[src/hdl/qebe_ram.sv]
// Generic single-write, single-read RAM with registered read data.
module qebe_ram #(
    parameter int WIDTH = 3,
    parameter int DEPTH = 8
) (
    input  logic                     i_clk,
    input  logic                     i_wr_en,
    input  logic [$clog2(DEPTH)-1:0] i_wr_addr,
    input  logic [WIDTH-1:0]         i_wr_data,
    input  logic                     i_rd_en,
    input  logic [$clog2(DEPTH)-1:0] i_rd_addr,
    output logic [WIDTH-1:0]         o_rd_data
);

    logic [WIDTH-1:0] r_mem [DEPTH];
    logic [WIDTH-1:0] r_rd_data;

    always_ff @(posedge i_clk) begin
        if (i_wr_en) begin
            r_mem[i_wr_addr] <= i_wr_data;
        end
        if (i_rd_en) begin
            r_rd_data <= r_mem[i_rd_addr];
        end
    end

    assign o_rd_data = r_rd_data;

endmodule

[config.mk]
export PLATFORM = sky130hd
export DESIGN_NAME = qebe_ram
export DESIGN_NICKNAME = d
export VERILOG_FILES = /design/src/hdl/qebe_ram.sv
export SDC_FILE = /design/constraint.sdc
export NUM_CORES = 1
export LEC_CHECK = 0
export ABC_AREA = 1
export ABC_CLOCK_PERIOD_IN_PS = 1200
export BUFFER_PORTS_ARGS = -buffer_cell sky130_fd_sc_hd__buf_2
export CAP_MARGIN = 20
export CORE_MARGIN = 2
export CORE_UTILIZATION = 40
export CTS_BUF_LIST = sky130_fd_sc_hd__clkbuf_8
export DETAILED_ROUTE_END_ITERATION = 7
export GPL_TIMING_DRIVEN = 0
export PLACE_DENSITY = 0.66
export SLEW_MARGIN = 30
export SYNTH_ARGS = -nofsm -noshare
export SYNTH_HDL_FRONTEND = slang
export SYNTH_SLANG_ARGS = --single-unit
[constraint.sdc]
create_clock -name i_clk -period 1.2 [get_ports i_clk]
set_input_delay 0.24 -clock i_clk [delete_from_list [all_inputs] [get_ports i_clk]]
set_output_delay 0.24 -clock i_clk [all_outputs]
set_load 0.05 [all_outputs]
# Word-level counts from Yosys, hierarchy flattened
# Memories as Yosys holds them, arrays and structs flattened. A register that Yosys moved wholly into a read port is not among the register bits.
# Cells that the tools add are included.
# word_totals
wordCells	3
ff_bits	0
romBits	0
ram_bits	24
out_inout_bits	3
in_bits	12
latchBits	0
n_memories	1
# memory_table
memory	depth	word_bits	read_ports	rd_ports_with_merged_regs	write_ports	line	source
r_mem	8	3	1	1	1	15	logic [WIDTH-1:0] r_mem [DEPTH];
# classes
eq_ne	0
n_mul	0
div_mod_pow	0
reduce_logical	0
n_shift	0
n_bitwise	0
n_addsub	0
mux	2
magnitude_cmp	0
# op_table
cell	n
$mux 1	2

# Logic depth before layout (Yosys ltp)
# depth
depth_word	2
ltp_mapped	7
depth_no_buf	6

# Worst setup path after synthesis
# No wires, ideal clock.
# synth_timing
path_kind	input port to flip-flop
start	in i_rd_addr[0]
end	reg r_rd_data[1], in the netlist o_rd_data[1] (read register of r_mem), data pin
setup_ns	0.252
path_stages	7
path_buffers	1
arrival_time_ns	0.630
required_time_ns	0.948
slack_ns	0.318
cell_sequence	inv_2 -> buf_6 -> nand2_1 -> nand3_1 -> nand2_1 -> nand2_1 -> nand2_1
# synth_rtl
element	line	source
start, declared	11	input logic [$clog2(DEPTH)-1:0] i_rd_addr,
end, declared	16	logic [WIDTH-1:0] r_rd_data;

# Final worst setup path
# layout_timing
start	reg r_rd_data[1], in the netlist o_rd_data[1] (read register of r_mem)
end	out o_rd_data[1]
# layout_rtl
element	line	source
end, declared	12	output logic [WIDTH-1:0] o_rd_data
# No word-level cell between the ends.

==> metrics.cfg <==
[clock_network]
cts_root_buf=sky130_fd_sc_hd__clkbuf_8
cts_tree=done
cts_post_setup_buffers_inserted=0
cts_hold_buffers=0
worst_setup_hold_path_clk_slew_ns=0.09
clkLatencyLatePin_ns=0.27
cts_htree_levels=1
cts.sink_count=27
cts_repair_resize_count=0
cts_buffers=3
clock_tree.buffer_depth=2

[worst_setup_path]
end_kind=primary output
worst_setup_path_startpoint=o_rd_data[1]
start_kind=flip-flop
max_stage_delay_ns=0.33
critical_path_data_arrival_time_ns=0.85
path_cells=buf_2
critPathKind=reg -> out
critPathSlowestCell=sky130_fd_sc_hd__edfxtp_1
r2r_start=r_mem[4][1]
crit_required_ns=0.96
combined_buffer_and_inverter_count_along_the_critical_path=1
critical_path.top_delay_family=flip-flops
timing.critical_path.fanout_max=1

[sta]
final_min_period_over_clock_period_pct=90.9
finalSetupTns_ns=0
timing.final.hold_violations=0
hold_ws_ns=0.201
period_needed_ns=1.09
worst_slew_margin_rel_pct=79.1
fin_worst_skew_ns=0.00559
finalSetupViolCount=0
fmax_mhz=917
rsz_0062_raised_after_global_routing=no
worstMarginPinSlew_ns=0.313
finalMaxSlewViolations=0

[cells_and_area]
antenna-diode-count=0
final_layout_size_suffix_gt1_share_pct=14.8
syn2layout_area_growth_pct=12.9
area_of_the_multi_input_gates_um2=259
finish.cell_count_without_fillers=173
layout.filler_cells=251
layout.area.seq_um2=811
nets=155

[logic_synthesis]
ys_top_cells_by_area=sky130_fd_sc_hd__edfxtp_1, sky130_fd_sc_hd__nand2_1, sky130_fd_sc_hd__inv_1
synth-xor-area-share_pct=0
ys_dominant_reg_cell=sky130_fd_sc_hd__edfxtp_1
synth_nets=136
yosys.cell_count.top_type=sky130_fd_sc_hd__nand2_1
syn_area_mm2=0.00121
synthSimpleGateAreaFrac_pct=21.5
synth_top_family_by_area=simple AND/OR/NAND/NOR gates
post_synth_mux_area_share_pct=0
ys_seq_elements=27
ys.warnings.count=0
synth_commonest_cells=sky130_fd_sc_hd__nand2_1, sky130_fd_sc_hd__inv_1, sky130_fd_sc_hd__edfxtp_1
yosysSeqAreaShare_pct=67.2
synth.largest_area_cell=sky130_fd_sc_hd__edfxtp_1
synth_largest_type_area_fraction_pct=67.2
compound_gate_fraction_of_synth_area_pct=0
synthesis.area_per_instance_um2=9.74
post_synth_fa_ha_maj_area_fraction_pct=0
synth_enable_flop_cells=27
synthCells=124
synthArstFlopShare_pct=0
synth_cell_type_count=8

[job]
max_cap_violations=0

[placed_design]
gpl.final_weighted_congestion=0.741
placed_cells=169
numPortBuffers=14
post-dp-hpwl_um=1520

[global_route]
grt_pass1_vias=748
antenna_found_initial=0
grt_remaining_overflow=0
grt_max_degree=16
grt_pass1_wl_um=3320
grt_use_total_pct=13.3

[detailed_routing]
routed_wire_length_per_instance_um=11.3
via_to_cell_ratio=4.50
drt_iter0_markers=20
drt_wl_total_um=1950
first_pass_iters=6
drt.antenna.violating_nets=0
dr_total_vias=779
drt_drc_violations_left=1

[power_and_ir_drop]
irDropWorstVdd_mv=0.692
power-per-cell-area_mw_per_mm2=1290
power.leakage_uw=0.000654

[floorplan]
dieWidth_um=58.9
fp.dieArea_mm2=0.00347
fp.coreArea_mm2=0.00281
ioPinCount=15
dieHeight_um=58.9
initial_core_util_pct=43.0
rows=19

[hold_path]
hp-class=in -> reg
worst_min_path_start=i_rd_en

[outcome]
outcome=finished, violations left
failing_checks=design-rule violations

routing by layer:
layer,track usage [%],up-vias,wire length [um]
met5,0,-,0
met4,6.82,0,46
met3,2.64,5,58
met2,21.9,17,901
met1,16.7,342,941
li1,-,415,-
final timing paths:
check                      end  slack, ns  cells past startpoint
hold reg to reg   o_rd_data[1]       0.72                      6
setup reg to reg  o_rd_data[1]       0.23                      6
hold / removal    o_rd_data[1]       0.20                      1
setup / recovery  o_rd_data[1]       0.11                      1
registers in the layout, indices dropped and copies added (netlist names):
name / count
r_mem: 24
o_rd_data: 3
report_power, final:
part           total, uW  internal [uW]  switching [uW]
clock                505            232             272
combinational        173           55.5             118
sequential          1080           1080            8.09
stage by stage:
stage	setup slack [ns]	total power, uW	util (%)	instance area, um^2
2_1_floorplan	0.318	1220	-	1210
3_3_place_gp	0.118	1270	46.9	1320
3_5_place_dp	0.0982	1280	46.9	1320
4_1_cts	0.108	1770	48.6	1360
5_1_grt	0.0640	1840	48.6	1360
6_report	0.109	1760	48.6	1360
cell families after synthesis:
group / count (synthesis)
flops: 27
simple gates: 65
buf+inv: 32
area by class of cell:
type | instances | area share (%)
sequential | 27 | 59.5
tap | 31 | 2.85
clock buffer | 3 | 3.03
timing repair buffer | 14 | 5.14
multi-input combinational | 65 | 19.0
clock inverter | 1 | 0.367
inverter | 30 | 8.26
buffer | 2 | 1.84
cells in the final DEF, fill, tap and decap left out:
cell and count:
sky130_fd_sc_hd__inv_1 29, sky130_fd_sc_hd__buf_6 1, sky130_fd_sc_hd__nor2_1 8, sky130_fd_sc_hd__inv_2 1, sky130_fd_sc_hd__clkbuf_8 4, sky130_fd_sc_hd__nand2_1 45
sky130_fd_sc_hd__nand3_1 12, sky130_fd_sc_hd__edfxtp_1 27, sky130_fd_sc_hd__clkinv_2 1, sky130_fd_sc_hd__buf_2 14
(Power assumes the default switching activity.)
