===== src/hdl/qebe_pkg.sv =====
// Shared types and constants for the quadrature encoder and button event unit.
package qebe_pkg;

    localparam int POS_W   = 16;
    localparam int EV_W    = 3;
    localparam int TICK_W  = 16;
    localparam int DEB_W   = 8;
    localparam int CLICK_W = 2;
    localparam int APB_AW  = 5;
    localparam int APB_DW  = 32;

    localparam logic [TICK_W-1:0]  TICK_MAX  = '1;
    localparam logic [DEB_W-1:0]   DEB_MAX   = '1;
    localparam logic [CLICK_W-1:0] CLICK_MAX = '1;

    // register reset values
    localparam logic              RST_DECODER_MODE = 1'b0;
    localparam logic              RST_ACTIVE_LEVEL = 1'b0;
    localparam logic [DEB_W-1:0]  RST_DEBOUNCE     = 8'd3;
    localparam logic [TICK_W-1:0] RST_SHORT        = 16'd30;
    localparam logic [TICK_W-1:0] RST_LONG_PRESS   = 16'd100;
    localparam logic [TICK_W-1:0] RST_HOLD         = 16'd200;

    // table decoder: history codes that count
    localparam logic [3:0] HIST_DOWN = 4'h2;
    localparam logic [3:0] HIST_UP   = 4'h8;

    typedef enum logic [EV_W-1:0] {
        EV_PRESSED       = 3'd0,
        EV_LONG          = 3'd1,
        EV_HOLD          = 3'd2,
        EV_RELEASED      = 3'd3,
        EV_LONG_RELEASED = 3'd4,
        EV_CLICK         = 3'd5,
        EV_DOUBLE        = 3'd6,
        EV_NONE          = 3'd7
    } t_event;

    typedef enum logic [2:0] {
        PH_IDLE  = 3'd0,
        PH_DOWN  = 3'd1,
        PH_GAP   = 3'd2,
        PH_AGAIN = 3'd3,
        PH_LONG  = 3'd4
    } t_phase;

    typedef enum logic [2:0] {
        REG_DECODER_MODE = 3'd0,
        REG_ACTIVE_LEVEL = 3'd1,
        REG_DEBOUNCE     = 3'd2,
        REG_SHORT        = 3'd3,
        REG_LONG_PRESS   = 3'd4,
        REG_HOLD         = 3'd5
    } t_reg_idx;

    typedef enum logic {
        OP_TICK = 1'b0,
        OP_POP  = 1'b1
    } t_op;

    typedef struct packed {
        logic              decoder_mode;
        logic              active_level;
        logic [DEB_W-1:0]  deb_limit;
        logic [TICK_W-1:0] gap_limit;
        logic [TICK_W-1:0] long_limit;
        logic [TICK_W-1:0] hold_ticks;
    } t_cfg;

    typedef struct packed {
        logic   valid;
        t_event code;
    } t_btn_put;

endpackage


===== src/hdl/qebe_decoder.sv =====
// Quadrature decoder: Gray-difference or transition-table mode, wrapping position.
module qebe_decoder import qebe_pkg::*; (
    input  logic                    i_clk,
    input  logic                    i_rst_n,
    input  logic                    i_step,
    input  logic                    i_mode,
    input  logic                    i_a_act,
    input  logic                    i_b_act,
    output logic signed [POS_W-1:0] o_position,
    output logic signed [POS_W-1:0] o_position_next
);

    logic        [3:0]       r_hist, n_hist;
    logic signed [POS_W-1:0] r_pos, n_pos;
    logic        [1:0]       w_cur;
    logic        [1:0]       w_diff;
    logic        [3:0]       w_shift;

    assign w_cur   = {i_a_act, i_a_act ^ i_b_act};
    assign w_diff  = r_hist[1:0] - w_cur;
    assign w_shift = {r_hist[1:0], i_a_act, i_b_act};

    always_comb begin
        n_hist = r_hist;
        n_pos  = r_pos;
        if (!i_mode) begin
            if (w_diff[0]) begin
                n_hist = {2'b00, w_cur};
                n_pos  = w_diff[1] ? r_pos + 16'sd1 : r_pos - 16'sd1;
            end
        end else begin
            n_hist = w_shift;
            if (w_shift == HIST_DOWN) begin
                n_pos = r_pos - 16'sd1;
            end else if (w_shift == HIST_UP) begin
                n_pos = r_pos + 16'sd1;
            end
        end
    end

    always_ff @(posedge i_clk) begin
        if (!i_rst_n) begin
            r_hist <= '0;
            r_pos  <= '0;
        end else if (i_step) begin
            r_hist <= n_hist;
            r_pos  <= n_pos;
        end
    end

    assign o_position      = r_pos;
    assign o_position_next = n_pos;

endmodule


===== config.mk =====
export PLATFORM = sky130hd
export DESIGN_NAME = qebe_decoder
export DESIGN_NICKNAME = d
export VERILOG_FILES = /design/src/hdl/qebe_pkg.sv /design/src/hdl/qebe_decoder.sv
export SDC_FILE = /design/constraint.sdc
export NUM_CORES = 1
export LEC_CHECK = 0
export BUFFER_PORTS_ARGS = -buffer_cell sky130_fd_sc_hd__buf_2
export CELL_PAD_IN_SITES_DETAIL_PLACEMENT = 1
export CELL_PAD_IN_SITES_GLOBAL_PLACEMENT = 1
export CORE_MARGIN = 2
export CORE_UTILIZATION = 36
export CTS_CLUSTER_SIZE = 14
export DETAILED_ROUTE_END_ITERATION = 7
export PLACE_DENSITY = 0.85
export SLEW_MARGIN = 20
export SYNTH_ARGS = -nofsm -noshare
export SYNTH_HDL_FRONTEND = slang
export SYNTH_SLANG_ARGS = --single-unit
export TNS_END_PERCENT = 1

===== constraint.sdc =====
create_clock -name i_clk -period 3 [get_ports i_clk]
set_input_delay 0.6 -clock i_clk [delete_from_list [all_inputs] [get_ports i_clk]]
set_output_delay 0.6 -clock i_clk [all_outputs]
set_load 0.05 [all_outputs]

Word-level counts from Yosys, hierarchy flattened
Index checks and enable logic that the tools add are counted.

word-level totals
  flip-flop bits (word level) = 18
  output and inout bits = 32
  word-level logic and storage cells = 17

operators by class
  add/sub/neg operators = 3
  equal/unequal tests = 2
  multiplexer cells = 7
  bitwise gates (word level) = 1
  reduce and logical (&&, ||, !) cells = 2

operators with widths
  kind                                                number
  two-way mux 16 bit                                  5
  adder 16 x 2 -> 16 bit, second input constant       1
  subtractor 16 x 2 -> 16 bit, second input constant  1
  == test 4 x 2 -> 1 bit, second input constant       1
  == test 4 bit, second input constant                1
  two-way mux 2 bit                                   2
  AND reduction 2 bit                                 1
  nonzero test 2 bit                                  1
  subtractor 2 bit                                    1
  XOR 1 bit                                           1

Logic depth before layout (Yosys ltp)
  word-level depth = 5
  gate-level depth with buffers = 10
  depth with buffers taken out = 9

Worst setup path after synthesis
Ideal clock, no wire load.

  path kind = input to output
  from = input port i_a_act
  to = output port o_position_next[11]
  arrival = 3001 ps
  data required time = 2400 ps
  setup slack = -601 ps
  cell stages on the path = 9
  path buffers = 1
  cell sequence = inv_1 -> ha_1 -> ha_1 -> or2_2 -> buf_2 -> o22a_4 -> nor3_2 -> a211oi_1 -> a31oi_1

on the way
  cells in the longest elaborated chain, start to end = 5
  elaborated cells between the ends (all ways) = 9
  classes of those cells = add/sub (1); eq/ne (2); mux (5); bitwise (1)

ends and longest elaborated chain
  what                  line                source
  start: declaration    qebe_decoder.sv:7   input logic i_a_act,
  XOR 1 bit             qebe_decoder.sv:19  assign w_cur = {i_a_act, i_a_act ^ i_b_act};
  subtractor 2 bit      qebe_decoder.sv:20  assign w_diff = r_hist[1:0] - w_cur;
  two-way mux 16 bit    qebe_decoder.sv:29  n_pos = w_diff[1] ? r_pos + 16'sd1 : r_pos - 16'sd1;
  two-way mux 16 bit    qebe_decoder.sv:27  if (w_diff[0]) begin
  two-way mux 16 bit *  qebe_decoder.sv:26  if (!i_mode) begin
  end: declaration      qebe_decoder.sv:10  output logic signed [POS_W-1:0] o_position_next

Every way passes the cells marked *; elsewhere a longest branch is shown, timed or not.

Final worst setup path
  from = input port i_a_act
  to = output port o_position_next[5]

The elaborated chain is that of the path after synthesis.

==> metrics.md <==
| Metric | Value |
|---|---|
| CP Capture Type | `primary output` |
| Final Power | `1.64 mW` |
| Fmax achieved | `309 MHz` |
| Largest stage delay, worst path | `0.39 ns` |
| CTS root buf | `clkbuf_8` |
| Dominant cell type by area after synthesis | `dfxtp_1` |
| Crit path DAT | `2.63 ns` |
| Initial core utilization | `37.1%` |
| Postcts setup bufs | `0` |
| GP Congestion | `0.883` |
| Initial antenna violation count | `0` |
| Crit path time final | `3.23 ns` |
| Max cap viols | `0` |
| Crit-path slowest cell | `or3_1` |
| Leakage | `1.22 nW` |
| Dpl hpwl | `5.62 mm` |
| Synthesized instance count | `279` |
| Part of the Yosys area used for sequential elements | `17.7%` |
| Drt drc | `0` |
| Layout cells sized above 1 | `40.5%` |
| Die Y-Extent | `79.1 um` |
| Num CTS Buffers | `3` |
| N_diodes | `0` |
| CP most frequent cell | `ha_4` |
| Synth Net Count | `290` |
| Crit path kind | `in2out` |
| Post-Syn Area | `2030 um^2` |
| Finished Core Util | `52.1%` |
| Clock tree from TritonCTS | `done` |
| Die width | `79.1 um` |
| CP Cell Sequence | `buf_2, inv_1, ha_4, ha_4, xor3_2, buf_4, or3_1, a21oi_2, nor2_1, xnor2_2, buf_6` |
| Vias in the first global route | `2527` |
| Pwr dens | `576 nW/um^2` |
| Startpoint types | `input port` |
| Fin. max-slew vios | `0` |
| Synth top area share | `17.7%` |
| Port buffer count | `37` |
| Post-synth EDFFs | `0` |
| Worst-Skew Late Latency | `0.27 ns` |
| Main flop type after synthesis | `dfxtp_1` |
| Vias/cell | `5.97` |
| Routed WL per cell | `18.9 um` |
| WP buf/inv | `4` |
| Fin. Hold Viols | `0` |
| Core region area | `5470 um^2` |
| Skew final | `0.00343 ns` |
| Failing checks | `setup timing` |
| H-tree levels | `1` |
| YS warnings | `0` |
| Final wirelength | `7.90 mm` |
| Top cells by area, synth | `dfxtp_1 18%, nor2_1 5.0%, nand2_1 4.4%, xnor2_1 3.9%, a21oi_1 3.7%` |
| Hold Path Class | `reg2reg` |
| Final worst path period share | `108%` |
| Crit path max fanout | `6` |
| RSZ-0062 raised after global routing | `true` |
| First-pass iteration count of the detailed router | `4` |
| Largest net degree at the start of global routing | `31` |
| Worst-margin pin slew | `0.613 ns` |
| TritonCTS Sinks | `18` |
| Die area | `6260 um^2` |
| Post-synthesis sequential element count | `18` |
| # setup viols final | `11` |
| Post-DRT Antenna Nets | `0` |
| GRT Overall Usage | `26.1%` |
| First-pass GRT wire length | `12.9 mm` |
| Status | `complete, but fails checks` |
| Worst-case clock buffer depth | `2` |
| Distinct cells, synth | `66` |
| Clock transition at the registers of the reported paths | `0.08 ns` |
| Starting DRC count in detailed routing | `189` |
| Via count | `2497` |
| Final worst setup slack | `-0.232 ns` |
| Crit-path leading delay family | `buffers and inverters` |
| Rel. slew slack | `58.9%` |
| Hold buffer count at CTS | `0` |
| Most common cell after layout, fill and taps aside | `buf_4` |
| R2r setup slk | `0.74 ns` |
| Avg Cell Area, Syn | `7.28 um^2` |
| Largest vdd supply drop | `0.000264 V` |
| NumNets Final | `359` |
| Ys async rst share | `0%` |
| Area Growth Syn to Fin | `40.4%` |
| Req. time, crit path | `2.40 ns` |
| Commonest non-fill, non-tap cells in the layout | `52 x buf_4, 23 x nand2_1, 23 x buf_2` |
| Grt ovf | `0` |
| I/O Pins | `38` |
| Site Rows | `27` |
[repair_timing]
| action | CTS | global route |
|---|---|---|
| pin swaps | 1 | 1 |
| endpoints found under the setup margin | 14 | 15 |
| resized for setup | 21 | 31 |
[worst paths after layout]
check                           depth (start not counted)            endpoint     startpoint
worst min register to register                          2           r_hist[1]      r_hist[1]
worst min-delay path                                    2           r_hist[1]      r_hist[1]
worst max register to register                          9       o_position[8]  o_position[0]
worst max-delay path                                   11  o_position_next[5]        i_a_act
[cells by family after synthesis]
| family | share of synthesized area (%) |
|---|---|
| simple gates | 33.1 |
| compound gates | 28.6 |
| xor+xnor | 7.20 |
| fa+ha+maj | 3.08 |
| flops | 17.7 |
| buf+inv | 7.39 |
| mux | 2.96 |
[layout make-up]
class,count,area (um^2)
fillers,699,2620
multi-input cells,228,1690
repair buffers,87,629
flip-flops and latches,18,362
well taps,72,90.1
clock buffers,3,41.3
inverters,10,37.5
[state kept, by name (all words and copies together), names as in the netlist]
signal	cells
o_position	16
r_hist	2
[synth_stat cells (4+ instances only)]
| cell type | instances |
|---|---|
| nand2_1 | 24 |
| inv_1 | 10 |
| nor3_1 | 9 |
| dfxtp_1 | 18 |
| buf_2 | 6 |
| a31oi_1 | 4 |
| nand3_1 | 11 |
| nor2b_1 | 4 |
| ha_1 | 5 |
| and2_1 | 5 |
| o22ai_1 | 5 |
| xnor2_1 | 9 |
| a21oi_1 | 15 |
| and3_1 | 8 |
| mux2i_1 | 6 |
| o21ai_1 | 5 |
| xor2_1 | 5 |
| nor2_1 | 27 |
| clkbuf_1 | 14 |
| o21ai_0 | 12 |
[metrics by stage]
stage	setup TNS [ns]	instances	hold WS, ns	setup WS, ns	instance area (um^2)
2_1_floorplan	-0.736	279	0.560	-0.143	2110
3_3_place_gp	-2.26	415	0.466	-0.281	2640
3_5_place_dp	-2.97	415	0.492	-0.310	2640
4_1_cts	-1.95	418	0.509	-0.215	2740
5_1_grt	-2.66	418	0.530	-0.298	2850
6_report	-1.60	418	0.511	-0.232	2850
[worst min-delay path, delay by kind of cell (launching register included)]
family | cells | cell delay [ns]
AO/OA/AOI/OAI | 1 | 0.06
flip-flops | 1 | 0.34
AND/OR/NAND/NOR | 1 | 0.07
[report_power, final]
group / total, mW / internal, mW / switching (mW)
logic: 1.15 / 0.440 / 0.705
registers: 0.308 / 0.263 / 0.0451
clock network: 0.190 / 0.0898 / 0.0998
[routing by layer]
metal  GRT usage [%]  routed length [um]  vias to the layer above
met5               0                   0                        -
met2            43.6                3930                       64
met3            2.95                 271                       13
met1            34.7                3550                     1251
li1                -                   -                     1169
met4            8.97                 144                        0
Power figures use the tool's default switching activity.
