`src/hdl/qebe_pkg.sv`:
```
// Shared types and constants for the quadrature encoder and button event unit.
package qebe_pkg;

    localparam int POS_W   = 16;
    localparam int EV_W    = 3;
    localparam int TICK_W  = 16;
    localparam int DEB_W   = 8;
    localparam int CLICK_W = 2;
    localparam int APB_AW  = 5;
    localparam int APB_DW  = 32;

    localparam logic [TICK_W-1:0]  TICK_MAX  = '1;
    localparam logic [DEB_W-1:0]   DEB_MAX   = '1;
    localparam logic [CLICK_W-1:0] CLICK_MAX = '1;

    // register reset values
    localparam logic              RST_DECODER_MODE = 1'b0;
    localparam logic              RST_ACTIVE_LEVEL = 1'b0;
    localparam logic [DEB_W-1:0]  RST_DEBOUNCE     = 8'd3;
    localparam logic [TICK_W-1:0] RST_SHORT        = 16'd30;
    localparam logic [TICK_W-1:0] RST_LONG_PRESS   = 16'd100;
    localparam logic [TICK_W-1:0] RST_HOLD         = 16'd200;

    // table decoder: history codes that count
    localparam logic [3:0] HIST_DOWN = 4'h2;
    localparam logic [3:0] HIST_UP   = 4'h8;

    typedef enum logic [EV_W-1:0] {
        EV_PRESSED       = 3'd0,
        EV_LONG          = 3'd1,
        EV_HOLD          = 3'd2,
        EV_RELEASED      = 3'd3,
        EV_LONG_RELEASED = 3'd4,
        EV_CLICK         = 3'd5,
        EV_DOUBLE        = 3'd6,
        EV_NONE          = 3'd7
    } t_event;

    typedef enum logic [2:0] {
        PH_IDLE  = 3'd0,
        PH_DOWN  = 3'd1,
        PH_GAP   = 3'd2,
        PH_AGAIN = 3'd3,
        PH_LONG  = 3'd4
    } t_phase;

    typedef enum logic [2:0] {
        REG_DECODER_MODE = 3'd0,
        REG_ACTIVE_LEVEL = 3'd1,
        REG_DEBOUNCE     = 3'd2,
        REG_SHORT        = 3'd3,
        REG_LONG_PRESS   = 3'd4,
        REG_HOLD         = 3'd5
    } t_reg_idx;

    typedef enum logic {
        OP_TICK = 1'b0,
        OP_POP  = 1'b1
    } t_op;

    typedef struct packed {
        logic              decoder_mode;
        logic              active_level;
        logic [DEB_W-1:0]  deb_limit;
        logic [TICK_W-1:0] gap_limit;
        logic [TICK_W-1:0] long_limit;
        logic [TICK_W-1:0] hold_ticks;
    } t_cfg;

    typedef struct packed {
        logic   valid;
        t_event code;
    } t_btn_put;

endpackage

```
`src/hdl/qebe_button.sv`:
```
// Switch debounce and button event state machine.
module qebe_button import qebe_pkg::*; (
    input  logic     i_clk,
    input  logic     i_rst_n,
    input  logic     i_step,
    input  logic     i_sw_act,
    input  t_cfg     i_cfg,
    output t_btn_put o_put
);

    logic [DEB_W-1:0]   r_deb_cnt, n_deb_cnt, w_deb_inc;
    logic               r_level, n_level;
    t_phase             r_phase, n_phase;
    logic [TICK_W-1:0]  r_ticks, n_ticks, w_ticks;
    logic [CLICK_W-1:0] r_clicks, n_clicks;
    t_event             r_event, n_event;
    logic               w_report;

    // tick counter advances first, saturating
    assign w_ticks = (r_phase != PH_IDLE && r_ticks != TICK_MAX) ? r_ticks + 16'd1
                                                                 : r_ticks;

    // debounce
    assign w_deb_inc = (r_deb_cnt == DEB_MAX) ? r_deb_cnt : r_deb_cnt + 8'd1;

    always_comb begin
        n_level   = r_level;
        n_deb_cnt = '0;
        if (i_sw_act != r_level) begin
            n_deb_cnt = w_deb_inc;
            if (w_deb_inc >= i_cfg.deb_limit) begin
                n_level   = i_sw_act;
                n_deb_cnt = '0;
            end
        end
    end

    // next phase
    always_comb begin
        n_phase = r_phase;
        case (r_phase)
            PH_IDLE: begin
                if (n_level) n_phase = PH_DOWN;
            end
            PH_DOWN: begin
                if (!n_level) n_phase = PH_GAP;
                else if (w_ticks > i_cfg.long_limit) n_phase = PH_LONG;
            end
            PH_GAP: begin
                if (n_level) n_phase = PH_AGAIN;
                else if (w_ticks > i_cfg.gap_limit) n_phase = PH_IDLE;
            end
            PH_AGAIN: begin
                if (!n_level) n_phase = (w_ticks < i_cfg.gap_limit) ? PH_GAP : PH_IDLE;
            end
            PH_LONG: begin
                if (!n_level) n_phase = PH_IDLE;
            end
            default: n_phase = PH_IDLE;
        endcase
    end

    // phase outputs: counters, event, report
    always_comb begin
        n_ticks  = w_ticks;
        n_clicks = r_clicks;
        n_event  = r_event;
        w_report = 1'b0;
        case (r_phase)
            PH_IDLE: begin
                if (n_level) begin
                    n_ticks  = '0;
                    n_event  = EV_PRESSED;
                    w_report = 1'b1;
                end else begin
                    n_event = EV_NONE;
                end
            end
            PH_DOWN: begin
                if (!n_level) begin
                    n_clicks = CLICK_W'(1);
                    n_ticks  = '0;
                end else if (w_ticks > i_cfg.long_limit) begin
                    n_event  = EV_LONG;
                    w_report = 1'b1;
                end
            end
            PH_GAP: begin
                if (n_level) begin
                    n_ticks = '0;
                end else if (w_ticks > i_cfg.gap_limit) begin
                    if (r_clicks == CLICK_W'(1)) n_event = EV_CLICK;
                    else if (r_clicks == CLICK_W'(2)) n_event = EV_DOUBLE;
                    w_report = 1'b1;
                end
            end
            PH_AGAIN: begin
                if (!n_level && w_ticks < i_cfg.gap_limit) begin
                    if (r_clicks != CLICK_MAX) n_clicks = r_clicks + CLICK_W'(1);
                    n_ticks  = '0;
                    n_event  = EV_RELEASED;
                    w_report = 1'b1;
                end
            end
            PH_LONG: begin
                if (n_level) begin
                    n_event  = (w_ticks > i_cfg.hold_ticks) ? EV_HOLD : EV_LONG;
                    w_report = 1'b1;
                end
            end
            default: ;
        endcase
    end

    always_ff @(posedge i_clk) begin
        if (!i_rst_n) begin
            r_deb_cnt <= '0;
            r_level   <= 1'b0;
            r_phase   <= PH_IDLE;
            r_ticks   <= '0;
            r_clicks  <= '0;
            r_event   <= EV_NONE;
        end else if (i_step) begin
            r_deb_cnt <= n_deb_cnt;
            r_level   <= n_level;
            r_phase   <= n_phase;
            r_ticks   <= n_ticks;
            r_clicks  <= n_clicks;
            r_event   <= n_event;
        end
    end

    assign o_put.valid = i_step & w_report;
    assign o_put.code  = n_event;

endmodule

```
`config.mk`:
```
export PLATFORM = sky130hd
export DESIGN_NAME = qebe_button
export DESIGN_NICKNAME = d
export VERILOG_FILES = /design/src/hdl/qebe_pkg.sv /design/src/hdl/qebe_button.sv
export SDC_FILE = /design/constraint.sdc
export NUM_CORES = 1
export LEC_CHECK = 0
export BUFFER_PORTS_ARGS = -buffer_cell sky130_fd_sc_hd__buf_2
export CORE_MARGIN = 2
export CORE_UTILIZATION = 45
export CTS_BUF_LIST = sky130_fd_sc_hd__clkbuf_2
export DETAILED_ROUTE_END_ITERATION = 8
export GPL_TIMING_DRIVEN = 0
export HOLD_SLACK_MARGIN = 0.1
export PLACE_DENSITY = 0.79
export SYNTH_ARGS = -nofsm -noshare
export SYNTH_HDL_FRONTEND = slang
export SYNTH_SLANG_ARGS = --single-unit
export TNS_END_PERCENT = 50
```
`constraint.sdc`:
```
create_clock -name i_clk -period 6.45 [get_ports i_clk]
set_input_delay 0.3225 -clock i_clk [delete_from_list [all_inputs] [get_ports i_clk]]
set_output_delay 0.3225 -clock i_clk [all_outputs]
set_load 0.005 [all_outputs]
```
; ---- After elaboration in Yosys (flattened, before gate mapping)
; Cells that the tools add are included.
; Widths: inputs -> output; s select.
[op_classes]
n_bitwise = 1
add_sub_neg = 3
muxes = 41
eq_ne = 18
n_reduce_logical = 10
n_lt_le_gt_ge = 5
[ops]
columns = op, n
row1 = $mux 16, 4
row2 = $gt 16x16->1, 3
row3 = $mux 3, 16
row4 = $pmux 16 s3, 1
row5 = $pmux 3 s5, 2
row6 = $mux 8, 3
row7 = $add 16x1->16 const B, 1
row8 = $lt 16x16->1, 1
row9 = $ne 16x16->1 const B, 1
row10 = $ne 2x2->1 const B, 7
row11 = $mux 2, 5
row12 = $add 8x1->8 const B, 1
row13 = $eq 8x8->1 const B, 1
row14 = $ge 8x8->1, 1
row15 = $mux 1, 8
row16 = $eq 3x2->1 const B, 2
row17 = $ne 3x3->1 const B, 2
row18 = $reduce_and 6->1, 1
row19 = $reduce_and 5->1, 1
row20 = $pmux 1 s4, 1
row21 = $pmux 2 s2, 1
row22 = $reduce_or 2->1, 2
row23 = $eq 3x1->1 const B, 1
row24 = $eq 3x3->1 const B, 1
row25 = 10 further kinds, 11
[totals]
input_bits = 62
regBits = 33

; ---- Logic depth before layout (Yosys ltp)
[logic_depth]
ltp_word = 10
mapped_depth = 20
mapped_depth_nobuf = 19

; ---- Worst setup path after synthesis
; Ideal clock, no wire load.
[synth_timing]
kind = flip-flop to output port
from = register r_ticks[0]
to = output o_put[0] (netlist bit)
arrival_time_ps = 4244
stages_incl_launch_ff = 21
path_slack_ps = 1883
t_required_ps = 6128
cell_sequence = dfxtp_1 -> ha_1 -> nand3_1 -> nor4_4 -> nor2_1 -> and4_1 -> and3_1 -> nor2b_1 -> nor2b_1 -> xor2_1 -> ha_1 -> o21ai_0 -> o21ai_0 -> o211ai_1 -> a32oi_1 -> or2_1 -> buf_2 -> and4_4 -> a221o_1 -> o31ai_1 -> nand2_1
[synth_lines]
columns = item, line
row1 = "start, declared", qebe_button.sv:14  ; logic [TICK_W-1:0] r_ticks, n_ticks, w_ticks;
row2 = "start signal, assigned", qebe_button.sv:127  ; r_ticks <= n_ticks;
row3 = "end, declared", qebe_button.sv:8  ; output t_btn_put o_put

==> flow_summary_export.csv <==
group,metric,value,unit
cts,postCtsSetupBuffers,0,
yosys,synth_top_area_cell,"ha_1",
yosys,synth_cells,493,
run,maxCapViolations,0,
yosys,syn_nets,613,
sta,clock.fmax,171,MHz
cts,htreeDepth,2,
yosys,syn_area,0.00366,mm²
routing,dr.pass1.iters,5,
layout,nNetsFinal,682,
sta,slew_violations,0,
sta,grt_setup_unrepaired,"no",
layout,drive_gt1_share,13.9,%
floorplanning,coreArea,0.00781,mm²
cts,cts_hold_buf,0,
global_route,grt_max_degree,12,
sta,finalHoldViolCount,0,
sta,fin_crit_sh,90.9,%
yosys,synth.area.top_cells,"ha_1 (20%), dfxtp_1 (18%), inv_1 (6.7%)",
floorplanning,start_util,46.9,%
power,p_per_area,107,mW/mm²
yosys,async_reset_ff_share,0,%
layout,fillCellCount,777,
yosys,synth-main-ff-cell,"dfxtp_1",
yosys,synth_warnings,0,
setup_path,crit_fanout,9,
cts,cts.sinks,33,
cts,clock_latency,0.38,ns
floorplanning,die_h,94.2,µm
routing,antenna_left,0,
global_route,grt_overflow_total,0,
power,irDropWorstVdd,0.0730,mV
cts,cts_tree,"done",
setup_path,arrival,5.54,ns
yosys,yosys.area.top_type_share,19.8,%
floorplanning,dieArea,0.00887,mm²
min_path,worstHoldPathType,"in2reg",
sta,fin_crit,5.86,ns
placement,io_buffers,62,
routing,drt-wirelength-per-cell,14.4,µm
outcome,status,"completed",
global_route,antenna_found_initial,0,
routing,num_vias,3828,
setup_path,critical_path.endpoint_type,"output port",
global_route,grt_pass1_vias,3756,
floorplanning,fp-row-count,32,
cts,cts_buffers,5,
power,p_leak,2.05,nW
sta,clock_skew,0.00741,ns
placement,place.gp.congestion,0.932,
routing,via_per_inst,5.76,
yosys,yosys_register_bits,33,
cts,clk_path_buf_depth,2,
layout,fin_util,53.0,%
layout,area_delta_synth_final,13.2,%
placement,dp_hpwl,7.76,mm
sta,slew_headroom,46.3,%
sta,finalSetupTns,0,ns
global_route,grt_pass1_wl,16.3,mm
setup_path,cp_data_required_time,6.13,ns
yosys,synth.distinct_cells,59,
yosys,yosysSeqAreaShare,18.1,%
setup_path,path_class,"reg2out",
routing,drt_iter0_drc,264,
sta,setup_violations,0,
routing,drc_errors,0,
cts,clk_pin_slew,0.19,ns
layout,diodes,0,
routing,routed_wl,9.61,mm
floorplanning,pin_count,66,
cts,root_buffer,"clkbuf_2",
floorplanning,die_w,94.2,µm
sta,tightest_slew,0.803,ns
yosys,synth_edf_count,0,
global_route,track_usage,22.5,%
setup_path,crit_path_start_kind,"flop",
yosys,syn_avg_cell_area,7.42,µm²
worst max-delay path, cell delays in order (launching register included):
cell,delay [ns]
dfxtp_1,0.35
clkbuf_1,0.30
nor3_1,0.19
nor2_2,0.40
and4_1,0.31
and3_1,0.27
nor2b_1,0.39
nor2b_1,0.22
xor2_1,0.35
ha_1,0.21
nand2_1,0.08
nor4_1,0.51
o21ai_0,0.17
nor3_1,0.31
or2_1,0.14
buf_2,0.16
and3_1,0.19
a211oi_1,0.09
a211oi_1,0.29
nor2_1,0.07
buf_2,0.14
through the flow:
stage          instances  worst slack, ns  hold slack (ns)  cell area (µm²)  total power, mW
5_1_grt              665            0.152            0.265             4140            0.474
3_3_place_gp         657            0.850            0.470             4100            0.337
6_report             665            0.585            0.273             4140            0.444
3_5_place_dp         657            0.768            0.474             4100            0.342
4_1_cts              665            0.432            0.260             4140            0.446
2_1_floorplan        493             1.88            0.444             3660            0.297
layout make-up:
type | count | area [µm²] | share of cell area [%]
clock inverters | 3 | 17.5 | 0.423
clock buffers | 5 | 25.0 | 0.604
flip-flops and latches | 33 | 661 | 16.0
repair buffers | 62 | 310 | 7.49
multi-input cells | 379 | 2700 | 65.1
well taps | 102 | 128 | 3.08
inverters | 66 | 248 | 5.98
plain buffers | 15 | 57.6 | 1.39
where the power goes:
part           internal [mW]  switching [mW]  total (mW)
clock                 0.0256          0.0784       0.104
sequential             0.208         0.00462       0.213
combinational         0.0539          0.0736       0.128
total                  0.288           0.157       0.444
registers in the layout, summed over array words and instances, names as in the netlist:
signal     flops
r_event        3
r_deb_cnt      8
r_level        1
r_clicks       2
r_ticks       16
r_phase        3
layout by cell type, fill, tap and decap left out, drive strengths merged, types with 4 or more instances in the layout:
cell type  netlist  layout
nand3           22      22
and3            11      11
a21o             5       5
a21oi           41      41
nor2b            7       7
and2             5       5
o31ai            8       8
buf              1      63
xor2             4       4
clkinv           1       4
o211ai           4       4
or3              7       7
xnor2           16      16
nor3b            5       5
nor2            33      33
dfxtp           33      33
o21a             4       4
nand4           16      16
nor3            11      11
inv             65      65
clkbuf          14      19
ha              58      58
a211oi           5       5
o21ai           22      22
a22o            10      10
nand2           40      40
cells in the mapped netlist, types with 3 or more instances:
library cell  instances
nor3_1               11
nor3b_1               5
ha_1                 58
a21oi_1              41
xor2_1                4
o21a_1                4
nand3_1              22
o31ai_1               8
dfxtp_1              33
or3_1                 7
o21ai_0              21
nor2b_1               7
nor2_1               33
xnor2_1              16
nand4_1              15
clkbuf_1             14
o22ai_1               3
nand2b_1              3
inv_1                65
nand3b_1              3
o211ai_1              4
a21o_1                5
nand2_1              40
a22o_1               10
and3_1               11
a21boi_0              3
a211oi_1              5
and2_1                4
what timing repair did:
| action | 4_1_cts | 5_1_grt |
|---|---|---|
| resized for setup | 0 | 1 |
| setup endpoints to repair | 0 | 2 |
| endpoints found under the hold margin | 0 | 0 |
worst paths after layout:
path | slack (ns) | startpoint | to | depth (start not counted)
setup / recovery | 0.59 | r_phase[1] | o_put[1] | 20
hold / removal | 0.27 | i_rst_n | r_ticks[12] | 3
setup reg to reg | 0.81 | r_phase[1] | r_ticks[8] | 19
hold reg to reg | 0.50 | r_event[0] | r_event[0] | 2
kinds of logic (layout without fill, tap and decap cells):
kind of cell,after synthesis,in the layout,synth area share [%]
DFF,33,33,18.1
buffers and inverters,81,151,8.34
adders and majority gates,58,58,19.8
xor gates and xnor gates,22,22,6.05
and+or+nand+nor,174,174,25.2
AOI/OAI and AO/OA,123,123,21.9
muxes,2,2,0.616
layer usage:
layer,vias up,routed length (µm),GRT usage [%]
li1,1913,-,-
met1,1765,4390,29.3
met2,128,4570,38.6
met3,22,437,2.97
met4,0,209,6.76
met5,-,0,0
Note: power is estimated with default switching activity, not from simulation.
