--- config.mk ---
export PLATFORM = sky130hd
export DESIGN_NAME = qebe_regs
export DESIGN_NICKNAME = d
export VERILOG_FILES = /design/src/hdl/qebe_pkg.sv /design/src/hdl/qebe_regs.sv
export SDC_FILE = /design/constraint.sdc
export NUM_CORES = 1
export LEC_CHECK = 0
export ABC_AREA = 1
export BUFFER_PORTS_ARGS = -buffer_cell sky130_fd_sc_hd__buf_2
export CORE_UTILIZATION = 36
export CTS_CLUSTER_DIAMETER = 80
export DETAILED_ROUTE_END_ITERATION = 16
export GPL_TIMING_DRIVEN = 0
export HOLD_SLACK_MARGIN = 0.12
export SYNTH_ARGS = -nofsm -noshare
export SYNTH_HDL_FRONTEND = slang
export SYNTH_SLANG_ARGS = --single-unit
--- constraint.sdc ---
create_clock -name i_clk -period 1 [get_ports i_clk]
set_input_delay 0 -clock i_clk [delete_from_list [all_inputs] [get_ports i_clk]]
set_output_delay 0 -clock i_clk [all_outputs]
set_load 0.02 [all_outputs]
--- src/hdl/qebe_pkg.sv ---
// Shared types and constants for the quadrature encoder and button event unit.
package qebe_pkg;

    localparam int POS_W   = 16;
    localparam int EV_W    = 3;
    localparam int TICK_W  = 16;
    localparam int DEB_W   = 8;
    localparam int CLICK_W = 2;
    localparam int APB_AW  = 5;
    localparam int APB_DW  = 32;

    localparam logic [TICK_W-1:0]  TICK_MAX  = '1;
    localparam logic [DEB_W-1:0]   DEB_MAX   = '1;
    localparam logic [CLICK_W-1:0] CLICK_MAX = '1;

    // register reset values
    localparam logic              RST_DECODER_MODE = 1'b0;
    localparam logic              RST_ACTIVE_LEVEL = 1'b0;
    localparam logic [DEB_W-1:0]  RST_DEBOUNCE     = 8'd3;
    localparam logic [TICK_W-1:0] RST_SHORT        = 16'd30;
    localparam logic [TICK_W-1:0] RST_LONG_PRESS   = 16'd100;
    localparam logic [TICK_W-1:0] RST_HOLD         = 16'd200;

    // table decoder: history codes that count
    localparam logic [3:0] HIST_DOWN = 4'h2;
    localparam logic [3:0] HIST_UP   = 4'h8;

    typedef enum logic [EV_W-1:0] {
        EV_PRESSED       = 3'd0,
        EV_LONG          = 3'd1,
        EV_HOLD          = 3'd2,
        EV_RELEASED      = 3'd3,
        EV_LONG_RELEASED = 3'd4,
        EV_CLICK         = 3'd5,
        EV_DOUBLE        = 3'd6,
        EV_NONE          = 3'd7
    } t_event;

    typedef enum logic [2:0] {
        PH_IDLE  = 3'd0,
        PH_DOWN  = 3'd1,
        PH_GAP   = 3'd2,
        PH_AGAIN = 3'd3,
        PH_LONG  = 3'd4
    } t_phase;

    typedef enum logic [2:0] {
        REG_DECODER_MODE = 3'd0,
        REG_ACTIVE_LEVEL = 3'd1,
        REG_DEBOUNCE     = 3'd2,
        REG_SHORT        = 3'd3,
        REG_LONG_PRESS   = 3'd4,
        REG_HOLD         = 3'd5
    } t_reg_idx;

    typedef enum logic {
        OP_TICK = 1'b0,
        OP_POP  = 1'b1
    } t_op;

    typedef struct packed {
        logic              decoder_mode;
        logic              active_level;
        logic [DEB_W-1:0]  deb_limit;
        logic [TICK_W-1:0] gap_limit;
        logic [TICK_W-1:0] long_limit;
        logic [TICK_W-1:0] hold_ticks;
    } t_cfg;

    typedef struct packed {
        logic   valid;
        t_event code;
    } t_btn_put;

endpackage

--- src/hdl/qebe_regs.sv ---
// APB configuration register bank.
module qebe_regs import qebe_pkg::*; (
    input  logic              i_clk,
    input  logic              i_rst_n,
    input  logic              psel,
    input  logic              penable,
    input  logic              pwrite,
    input  logic [APB_AW-1:0] paddr,
    input  logic [APB_DW-1:0] pwdata,
    output logic [APB_DW-1:0] prdata,
    output logic              pready,
    output t_cfg              o_cfg
);

    t_cfg     r_cfg;
    logic     w_wr;
    t_reg_idx w_idx;

    assign pready = 1'b1;
    assign w_wr   = psel & penable & pwrite;
    assign w_idx  = t_reg_idx'(paddr[APB_AW-1:2]);

    always_ff @(posedge i_clk) begin
        if (!i_rst_n) begin
            r_cfg.decoder_mode <= RST_DECODER_MODE;
            r_cfg.active_level <= RST_ACTIVE_LEVEL;
            r_cfg.deb_limit    <= RST_DEBOUNCE;
            r_cfg.gap_limit    <= RST_SHORT;
            r_cfg.long_limit   <= RST_LONG_PRESS;
            r_cfg.hold_ticks   <= RST_HOLD;
        end else if (w_wr) begin
            case (w_idx)
                REG_DECODER_MODE: r_cfg.decoder_mode <= pwdata[0];
                REG_ACTIVE_LEVEL: r_cfg.active_level <= pwdata[0];
                REG_DEBOUNCE:     r_cfg.deb_limit    <= pwdata[DEB_W-1:0];
                REG_SHORT:        r_cfg.gap_limit    <= pwdata[TICK_W-1:0];
                REG_LONG_PRESS:   r_cfg.long_limit   <= pwdata[TICK_W-1:0];
                REG_HOLD:         r_cfg.hold_ticks   <= pwdata[TICK_W-1:0];
                default: ;
            endcase
        end
    end

    always_comb begin
        prdata = '0;
        case (w_idx)
            REG_DECODER_MODE: prdata = APB_DW'(r_cfg.decoder_mode);
            REG_ACTIVE_LEVEL: prdata = APB_DW'(r_cfg.active_level);
            REG_DEBOUNCE:     prdata = APB_DW'(r_cfg.deb_limit);
            REG_SHORT:        prdata = APB_DW'(r_cfg.gap_limit);
            REG_LONG_PRESS:   prdata = APB_DW'(r_cfg.long_limit);
            REG_HOLD:         prdata = APB_DW'(r_cfg.hold_ticks);
            default:          prdata = '0;
        endcase
    end

    assign o_cfg = r_cfg;

endmodule

======== Yosys cells after proc, flatten, opt, wreduce, memory -nomap -nowiden ========
Index checks and enable logic that the tools add are counted.
word-level totals
  register bits ........................... 58
  latch bits .............................. 0
  bits in writable memories ............... 0
  bits in read-only memories .............. 0
  bits of input ports ..................... 42
  output and inout port bits .............. 91
  memories ................................ 0
cells by class
  add/subtract/negate cells ............... 0
  $mul .................................... 0
  div/mod/pow operators ................... 0
  $lt $le $gt $ge ......................... 0
  equal/unequal tests ..................... 5
  shift operators ......................... 0
  muxes and demuxes ....................... 1
  bitwise logic cells ..................... 2
  reduce and logical (&&, ||, !) cells .... 7
operator list
  operator              count
  $pmux W16 S6          1
  $reduce_and A2 Y1     6
  $eq A3 B2 Y1 const B  2
  $eq A3 B3 Y1 const B  2
  $eq A3 B1 Y1 const B  1
  $logic_not A3 Y1      1
  $and A1 B1 Y1         2

======== Logic depth before layout (Yosys ltp) ========
Gate-level depths: netlist of the first run.
  depth in word-level cells ............... 3
  mapped depth ............................ 9

======== Worst setup path before layout of the first run ========
No wires, ideal clock.
  path kind ............................... input -> register
  start ................................... input port paddr[2]
  end ..................................... register r_cfg (netlist bit o_cfg[26])
  arrival ................................. 0.747 ns
  slack ................................... 0.140 ns
  stages on the path ...................... 9
  buffers on the path ..................... 3
  cell sequence ........................... buf_6 inv_1 nand2_2 nor2_2 buf_6 buf_6 nand3_1 nand2_1 nor2_1
between the ends
  cells in the longest elaborated chain, start to end .. 2
ends and longest elaborated chain
  element                      line             RTL
  start, declared              qebe_regs.sv:8   input logic [APB_AW-1:0] paddr,
  $eq A3 B3 Y1                 qebe_regs.sv:32  case (w_idx)
  $reduce_and A2 Y1 (no line)  n/a
  end, declared                qebe_regs.sv:15  t_cfg r_cfg;
Every way passes these cells.
A chain may end at the register's enable or synchronous reset.

======== Worst setup path after layout of the first run ========
  start ................................... register r_cfg (netlist bit o_cfg[57])
  end ..................................... output port prdata[0]
between the ends
  cells in the longest elaborated chain, start to end .. 1
ends and longest elaborated chain
  element        line             RTL
  $pmux W16 S6   qebe_regs.sv:46  case (w_idx)
  end, declared  qebe_regs.sv:10  output logic [APB_DW-1:0] prdata,
Every way passes these cells.

==> results of run 1 <==
-- logic make-up (layout without fill, tap and decap cells) --
group,count (synthesis),in the layout
other,2,17
buffers and inverters,76,220
AO/OA/AOI/OAI,13,13
AND/OR/NAND/NOR,310,310
flip-flops,58,58
-- final timing paths --
check | start | end | slack (ns) | cells past startpoint
setup / recovery | o_cfg[57]$_SDFFE_PN0P_ | prdata[0] | -0.08 | 5
hold / removal | paddr[4] | o_cfg[56]$_SDFFE_PN0P_ | 0.08 | 4
setup reg to reg | o_cfg[20]$_SDFFE_PN0P_ | o_cfg[20]$_SDFFE_PN0P_ | 0.30 | 3
hold reg to reg | o_cfg[22]$_SDFFE_PN1P_ | o_cfg[22]$_SDFFE_PN1P_ | 0.46 | 2
-- timing repair --
| item | in CTS | in global routing |
|---|---|---|
| hold endpoints to repair | 58 | 0 |
| pin swaps | 15 | 10 |
| gates resized for setup | 46 | 56 |
| setup buffers | 11 | 3 |
| hold buffers | 20 | 0 |
| endpoints found under the setup margin | 16 | 23 |
-- worst max-delay path: stages, from the launching register on --
cell	delay (ns)
sky130_fd_sc_hd__dfxtp_2	0.33
sky130_fd_sc_hd__nand3_2	0.06
sky130_fd_sc_hd__nand2_1	0.06
sky130_fd_sc_hd__nor2_2	0.11
sky130_fd_sc_hd__nand2_1	0.07
sky130_fd_sc_hd__buf_6	0.13
-- cell type report --
cell class              instances  area (um^2)  share of cell area
plain buffers                  37          294              0.0684
clock inverters                 2         10.0             0.00233
flip-flops and latches         58         1220               0.283
repair buffers                129          858               0.200
multi-input cells             340         1460               0.341
inverters                      38          154              0.0358
well taps                     102          128              0.0297
clock buffers                  14          173              0.0402
-- synth_stat cells, drive strengths merged --
cell,count
nor2,108
clkbuf,4
conb,2
nand3,47
a21oi,10
dfxtp,58
inv,38
nand2,153
buf,34
nand4,2
o21ai,3
-- power groups by stage --
| stage | Combinational, mW | Clock [mW] | Sequential (mW) |
|---|---|---|---|
| floorplan | 0.396 | 0 | 2.45 |
| global placement | 0.624 | 0 | 2.41 |
| detailed placement | 0.628 | 0 | 2.42 |
| CTS | 0.738 | 2.02 | 2.36 |
| global route | 0.828 | 2.13 | 2.37 |
| finish | 0.760 | 1.99 | 2.37 |
-- routing by layer --
layer  share of wire  vias to the layer above
met5               0                        -
met4           0.013                        0
met3           0.062                       14
met2            0.46                      116
met1            0.47                     1434
li1                -                     1673
==> flow_summary.ini, run 1 <==
[synthesis]
post_synth_xor_area_fraction = 0
synth_top_family_by_area = simple AND/OR/NAND/NOR gates
yosysWarnings = 0
synth_seq_area_share = 0.395
synth_area_per_cell_um2 = 6.40
netlist_instances = 459
post_synth_and_or_nand_nor_area_fraction = 0.436
syn-cell-area_um2 = 2940
synth-compound-area-share = 0.0221
post-synth-top-area-fraction = 0.395
yosys.area_share.adder = 0
synth.distinct_cells = 20
top_area_cells_in_the_synthesized_netlist = sky130_fd_sc_hd__dfxtp_1 (40%), sky130_fd_sc_hd__nand2_1 (19%), sky130_fd_sc_hd__nor2_1 (13%)
yosys-mux-area-fraction = 0
postSynthRegisterBits = 58
post-synth-top-area-cell = sky130_fd_sc_hd__dfxtp_1

[power]
comb_power_share = 0.148
switching_share = 0.268
power.share.clock = 0.389
share_seq_of_total_power = 0.462
total_switching_power_mw = 1.37
post-layout-total-power_mw = 5.12
p_int_mw = 3.75
static-leakage-power_nw = 2.22
cellPowerDensity_nw_per_um2 = 1190
irDropWorstVdd_mv = 0.615

[status]
failed_checks = negative setup slack
outcome = complete, but fails checks

[layout]
fillers = 822
final_layout_size_suffix_gt1_frac = 0.375
count_of_inserted_antenna_diode_cells = 0
fin_cells = 720
final_area_um2 = 4300
layout_commonest_cell = sky130_fd_sc_hd__nand2_1
area_growth_syn_to_layout_pct = 46.2
layout.cells.most_common_list = sky130_fd_sc_hd__nand2_1 (149), sky130_fd_sc_hd__nor2_1 (99), sky130_fd_sc_hd__buf_2 (84)
final_nets = 655
largest_register_ffs = 58
post-route-util = 0.550

[global_route]
global_route.peak_usage_layer = met2
grt_util_met1 = 0.281
antenna_violations_before_repair = 0
grt_pass1_wl_mm = 14.4
number_of_global_route_vias_before_repair = 2986
global_route.usage.met3 = 0.0402
grt_overflow = 0
grt_util_met2 = 0.366
grt.total_usage = 0.217
grt_max_degree = 11

[timing]
timing.final.ws_setup_ns = -0.0798
min_period_over_period = 1.08
setup_violations = 8
max_clock_freq_mhz = 926
fin_setup_tns_ns = -0.328
worst_hold_slack_ns = 0.0781
timing.final.max_slew_violations = 0
final.setup_skew_ns = 0
worst_slew_margin_rel = 0.611
timing.final.hold_violations = 0
final.min_clock_period_ns = 1.08
rsz0062_at_grt = yes
max_slew.worst_pin.slew_ns = 0.582

[detailed_routing]
detail_route.iter0.violations = 152
routed-via-count = 3237
drt_wl_total_mm = 9.17
wire_per_inst_um = 12.7
drt-vias-per-instance = 4.50
firstDrtPassIters = 4
drc = 0
drtAntennaViolNets = 0

[clock_tree]
tritoncts = built
htree_num_levels = 3
cts_buffers = 9
cts_num_sinks = 58
clock-root-buffer = sky130_fd_sc_hd__clkbuf_8
cts.reportedPaths.clkPinSlew_ns = 0.07
clockBufferDepth = 2
clk-insertion-delay-late_ns = 0.33

[job]
cap_violations = 0

[floorplan]
area_of_the_core_um2 = 7810
floorplan.rows = 32
die-area_um2 = 8530
io_pins = 133
floorplan.die.width_um = 92.4
die_height_um = 92.4
initial_utilization = 0.376

[place]
place.detailed.instances = 671
dp_slack_ns = -0.273
dpl-instance-area_um2 = 3600
routabilityCongestion = 0.766
place.detailed.hpwl_mm = 6.43
port_buffers = 95

[setup_path]
critical_path_required_ns = 1.00
timing.critical_path.arrival_ns = 1.08
sort_of_element_at_the_end_of_the_critical_path = output port
critPathLaunchType = flop
worst-setup-path-type = flop to output port
timing.critical_path.fanout_max = 3

[hold_path]
timing.hold.worst.class = input port to flop
(Power assumes the default switching activity.)
==> run 2: changes to the inputs <==
==> constraint.sdc (replaced) <==
create_clock -name i_clk -period 1.2 [get_ports i_clk]
set_input_delay 0 -clock i_clk [delete_from_list [all_inputs] [get_ports i_clk]]
set_output_delay 0 -clock i_clk [all_outputs]
set_load 0.02 [all_outputs]
==> flow_summary.ini, run 2 (synthesis gave the netlist of run 1 again) <==
[power]
irDropWorstVdd_mv = 0.492
p_int_mw = 3.09
post-layout-total-power_mw = 4.22
total_switching_power_mw = 1.13
static-leakage-power_nw = 2.15
cellPowerDensity_nw_per_um2 = 1050
share_seq_of_total_power = 0.467
switching_share = 0.267
power.share.clock = 0.393
comb_power_share = 0.139

[hold_path]
min-delay-start = i_rst_n
min_delay_worst_endpoint = o_cfg[51]$_SDFFE_PN0P_
hold-path-cell-count = 3
timing.hold.worst.class = input port to flop

[setup_path]
worst-setup-path-type = flop to output port
timing.critical_path.fanout_max = 3
critical_path_required_ns = 1.20
worstReg2RegEnd = o_cfg[7]$_SDFFE_PN1P_
critPathLaunchType = flop
timing.critical_path.arrival_ns = 1.11
critPathMostFrequentCell = sky130_fd_sc_hd__nand2_1
r2r_cells = 2
reg2reg_setup_slack_ns = 0.56
crit_path_max_incr_delay_ns = 0.32
sort_of_element_at_the_end_of_the_critical_path = output port
r2r-start = o_cfg[7]$_SDFFE_PN1P_
critical-path-slowest-cell = sky130_fd_sc_hd__dfxtp_1
critical_path.cell_chain = nand4_1 -> nand2_1 -> nor2_2 -> nand2_1 -> buf_2

[timing]
max_slew.worst_pin.slew_ns = 0.577
timing.final.hold_violations = 0
worst_slew_margin_rel = 0.614
timing.final.max_slew_violations = 0
max_clock_freq_mhz = 900
final.setup_skew_ns = 0
timing.final.ws_setup_ns = 0.0893
min_period_over_period = 0.926
rsz0062_at_grt = no
final.min_clock_period_ns = 1.11
setup_violations = 0

[clock_tree]
cts_num_sinks = 58
htree_num_levels = 3
cts_buffers = 9
clock-root-buffer = sky130_fd_sc_hd__clkbuf_8
tritoncts = built
clockBufferDepth = 2
cts.reportedPaths.clkPinSlew_ns = 0.06
clk-insertion-delay-late_ns = 0.33

[floorplan]
io_pins = 133
floorplan.rows = 32
die_height_um = 92.4
initial_utilization = 0.376
floorplan.die.width_um = 92.4
die-area_um2 = 8530
area_of_the_core_um2 = 7810

[detailed_routing]
wire_per_inst_um = 12.7
wl_met1_mm = 4.17
wl_met2_mm = 4.19
drc = 0
detail_route.iter0.violations = 174
drt-vias-per-instance = 4.49
firstDrtPassIters = 4
drt_wl_total_mm = 9.02
top_signal_layer_used = met4
routed-via-count = 3189
drtAntennaViolNets = 0
met3RoutedLength_um = 608

[place]
dp_slack_ns = -0.0725
routabilityCongestion = 0.766
place.detailed.hpwl_mm = 6.43
port_buffers = 95

[global_route]
grt_overflow = 0
grt.total_usage = 0.215
number_of_global_route_vias_before_repair = 2936
grt_pass1_wl_mm = 14.2
grt_max_degree = 11
antenna_violations_before_repair = 0

[job]
cap_violations = 0

[layout]
final_layout_size_suffix_gt1_frac = 0.263
layout_commonest_cell = sky130_fd_sc_hd__nand2_1
final_nets = 645
count_of_inserted_antenna_diode_cells = 0
layout.cells.most_common_list = sky130_fd_sc_hd__nand2_1 (152), sky130_fd_sc_hd__nor2_1 (102), sky130_fd_sc_hd__buf_2 (99)
fillers = 848
area_growth_syn_to_layout_pct = 37.3
largest_register_ffs = 58

[status]
outcome = completed
run 2: changes by cell type in the layout (fill, tap and decap cells not counted), moves of 4 or more:
cell	previous run	this run
sky130_fd_sc_hd__dfxtp_1	14	56
sky130_fd_sc_hd__dfxtp_2	44	2
sky130_fd_sc_hd__inv_2	8	4
sky130_fd_sc_hd__buf_4	36	18
sky130_fd_sc_hd__inv_1	26	33
sky130_fd_sc_hd__buf_2	84	99
sky130_fd_sc_hd__buf_6	20	10
run 2: per-layer routing:
layer | global-route usage | vias up
met5 | 0 | -
met2 | 0.364 | 113
met3 | 0.0394 | 6
li1 | - | 1657
met4 | 0.0599 | 0
met1 | 0.278 | 1413
run 2: worst max path at each step:
stage	from	endpoint	slack [ns]
floorplan	paddr[2]	o_cfg[26]$_SDFFE_PN0P_	0.34
global placement	pwrite	o_cfg[27]$_SDFFE_PN0P_	-0.04
detailed placement	pwrite	o_cfg[27]$_SDFFE_PN0P_	-0.07
CTS	o_cfg[0]$_SDFFE_PN0P_	prdata[0]	0.03
global route	o_cfg[57]$_SDFFE_PN0P_	prdata[0]	0.003
finish	o_cfg[56]$_SDFFE_PN0P_	prdata[0]	0.09
run 2: final cells by class:
cell class	count	area, um^2	share of cell area
buffer	38	287	0.0710
timing repair buffer	118	714	0.177
clock inverter	2	10.0	0.00248
multi-input combinational	340	1410	0.350
tap	102	128	0.0316
sequential	58	1160	0.288
clock buffer	14	173	0.0428
inverter	38	146	0.0363
run 2: worst max-delay path: cells and delay by family (launching register included):
| kind | cells | cell delay (ns) |
|---|---|---|
| buffers and inverters | 1 | 0.15 |
| AND/OR/NAND/NOR | 4 | 0.31 |
| flip-flops | 1 | 0.32 |
run 2: through the flow:
| stage | hold slack, ns | TNS (ns) | cells | instance area (um^2) | utilization |
|---|---|---|---|---|---|
| global placement | 0.230 | -0.255 | 671 | 3600 | 0.461 |
| detailed placement | 0.237 | -0.632 | 671 | 3600 | 0.461 |
| finish | 0.129 | 0 | 710 | 4040 | 0.517 |
| CTS | 0.128 | 0 | 710 | 4010 | 0.514 |
| floorplan | 0.126 | 0 | 474 | 3000 | - |
| global route | 0.162 | 0 | 710 | 4040 | 0.517 |
run 2: power by group through the flow:
stage,Clock (mW),Sequential (mW),Combinational [mW]
after floorplan,0,2.04,0.330
after global placement,0,2.01,0.520
after detailed placement,0,2.01,0.523
after CTS,1.68,1.97,0.581
after global routing,1.78,1.97,0.646
final,1.66,1.97,0.588
run 2: repair_timing:
item | in CTS | in global routing
setup endpoints to repair | 2 | 30
hold buffers | 23 | 0
cloned | 0 | 0
buffers inserted | 0 | 0
hold endpoints to repair | 58 | 0
pin swaps | 0 | 2
resized for setup | 1 | 11
==> run 3: changes to the inputs <==
--- a/config.mk
+++ b/config.mk
@@ -8,6 +8,7 @@
 export ABC_AREA = 1
 export BUFFER_PORTS_ARGS = -buffer_cell sky130_fd_sc_hd__buf_2
 export CORE_UTILIZATION = 36
+export CTS_BUF_LIST = sky130_fd_sc_hd__clkbuf_4
 export CTS_CLUSTER_DIAMETER = 80
 export DETAILED_ROUTE_END_ITERATION = 16
 export GPL_TIMING_DRIVEN = 0
==> flow_summary.ini, run 3 (synthesis gave the netlist of run 1 again) <==
[status]
outcome = completed

[layout]
count_of_inserted_antenna_diode_cells = 0
layout.cells.most_common_list = sky130_fd_sc_hd__nand2_1 (150), sky130_fd_sc_hd__nor2_1 (98), sky130_fd_sc_hd__buf_2 (93)
post-route-util = 0.526
area_growth_syn_to_layout_pct = 39.7
fin_cells = 718
final_layout_size_suffix_gt1_frac = 0.318
final_area_um2 = 4110
largest_register_ffs = 58
final_nets = 653
layout_commonest_cell = sky130_fd_sc_hd__nand2_1

[setup_path]
critPathMostFrequentCell = sky130_fd_sc_hd__nand2_1
reg2reg_setup_slack_ns = 0.49
crit_path_max_incr_delay_ns = 0.33
path_delay_family = flip-flops
critical-path-slowest-cell = sky130_fd_sc_hd__dfxtp_2
r2r-start = o_cfg[39]$_SDFFE_PN0P_
critPathBufInv = 1
critPathLaunch = o_cfg[16]$_SDFFE_PN0P_
worst-setup-path-type = flop to output port
timing.critical_path.arrival_ns = 1.18
sort_of_element_at_the_end_of_the_critical_path = output port
timing.critical_path.depth = 5
critical_path.cell_chain = nand3_1 -> nand2_1 -> nor2_2 -> nand2_1 -> buf_6
critical_path_sink = prdata[0]
r2r_cells = 3
worstReg2RegEnd = o_cfg[39]$_SDFFE_PN0P_
timing.critical_path.fanout_max = 2
critical_path_required_ns = 1.20
critPathLaunchType = flop

[clock_tree]
cts.reportedPaths.clkPinSlew_ns = 0.11
cts_buffers = 9
tritoncts = built
cts_num_sinks = 58
clk-insertion-delay-late_ns = 0.39
clock-root-buffer = sky130_fd_sc_hd__clkbuf_4
htree_num_levels = 3
clockBufferDepth = 2

[place]
routabilityCongestion = 0.766
port_buffers = 95
dpl-instance-area_um2 = 3600
place.detailed.hpwl_mm = 6.43
dp_slack_ns = -0.0725
place.detailed.instances = 671

[floorplan]
io_pins = 133
initial_utilization = 0.376
floorplan.die.width_um = 92.4
area_of_the_core_um2 = 7810
die-area_um2 = 8530
floorplan.rows = 32
die_height_um = 92.4

[global_route]
antenna_violations_before_repair = 0
grt_pass1_wl_mm = 14.2
grt_overflow = 0
grt.total_usage = 0.217
grt_max_degree = 11
number_of_global_route_vias_before_repair = 2965

[timing]
final.min_clock_period_ns = 1.18
fin_setup_tns_ns = 0
max_slew.worst_pin.slew_ns = 0.576
rsz0062_at_grt = yes
max_clock_freq_mhz = 851
timing.final.ws_setup_ns = 0.0248
setup_violations = 0
timing.final.hold_violations = 0
final.setup_skew_ns = 0
worst_slew_margin_rel = 0.616
worst_hold_slack_ns = 0.142
min_period_over_period = 0.979
timing.final.max_slew_violations = 0

[job]
cap_violations = 0

[detailed_routing]
firstDrtPassIters = 4
detail_route.iter0.violations = 100
wire_per_inst_um = 12.8
drt_wl_total_mm = 9.20
drtAntennaViolNets = 0
routed-via-count = 3220
drt-vias-per-instance = 4.48
drc = 0

[hold_path]
timing.hold.worst.class = input port to flop

[power]
irDropWorstVdd_mv = 0.420
post-layout-total-power_mw = 3.73
static-leakage-power_nw = 2.15
cellPowerDensity_nw_per_um2 = 908
==> run 3: changes by cell type in the layout (fill, tap and decap cells not counted), sizes merged <==
| cell | previous run | this run |
|---|---|---|
| dlygate4sd3 | 22 | 24 |
| clkbuf | 19 | 15 |
| dlymetal6s4s | 1 | 0 |
| clkinv | 2 | 5 |
| buf | 128 | 136 |
==> run 3: area by class of cell <==
class	instances	area, um^2
timing repair buffer	127	823
sequential	58	1180
clock inverter	5	21.3
clock buffer	11	82.6
buffer	37	282
inverter	38	146
fill	829	3700
multi-input combinational	340	1440
tap	102	128
==> run 3: worst min path at each step <==
stage	start	endpoint	cells after the start
after CTS	penable	o_cfg[17]$_SDFFE_PN0P_	6
after global routing	penable	o_cfg[51]$_SDFFE_PN0P_	5
after floorplan	pwdata[0]	o_cfg[48]$_SDFFE_PN1P_	2
final	penable	o_cfg[17]$_SDFFE_PN0P_	6
after detailed placement	pwdata[5]	o_cfg[21]$_SDFFE_PN1P_	3
after global placement	pwdata[5]	o_cfg[21]$_SDFFE_PN1P_	3
==> run 3: report_power, final <==
part	internal (mW)	total [mW]	switching (mW)	leakage [nW]
registers	1.95	1.97	0.0200	0.471
clock network	0.446	1.14	0.695	0.0631
logic	0.248	0.619	0.371	1.62
total	2.64	3.73	1.09	2.15
==> run 3: layer usage <==
| layer | up-vias | GRT usage | wire length (um) | share of wire |
|---|---|---|---|---|
| met1 | 1426 | 0.275 | 4270 | 0.46 |
| met4 | 0 | 0.0846 | 105 | 0.011 |
| li1 | 1673 | - | - | - |
| met3 | 11 | 0.0394 | 555 | 0.060 |
| met5 | - | 0 | 0 | 0 |
| met2 | 110 | 0.363 | 4270 | 0.46 |
==> run 3: what timing repair did <==
| item | CTS | global route |
|---|---|---|
| cloned | 0 | 1 |
| endpoints found under the hold margin | 58 | 0 |
| endpoints found under the setup margin | 4 | 28 |
| buffers inserted | 1 | 6 |
| hold buffers | 24 | 0 |
| pin swaps | 1 | 15 |
| gates resized for setup | 6 | 50 |
==> run 3: worst reg2reg max path, cell delays in order (launching register included) <==
cell and delay, ns:
sky130_fd_sc_hd__dfxtp_2 0.34, sky130_fd_sc_hd__buf_4 0.13, sky130_fd_sc_hd__nor2_1 0.09, sky130_fd_sc_hd__nor2_1 0.05
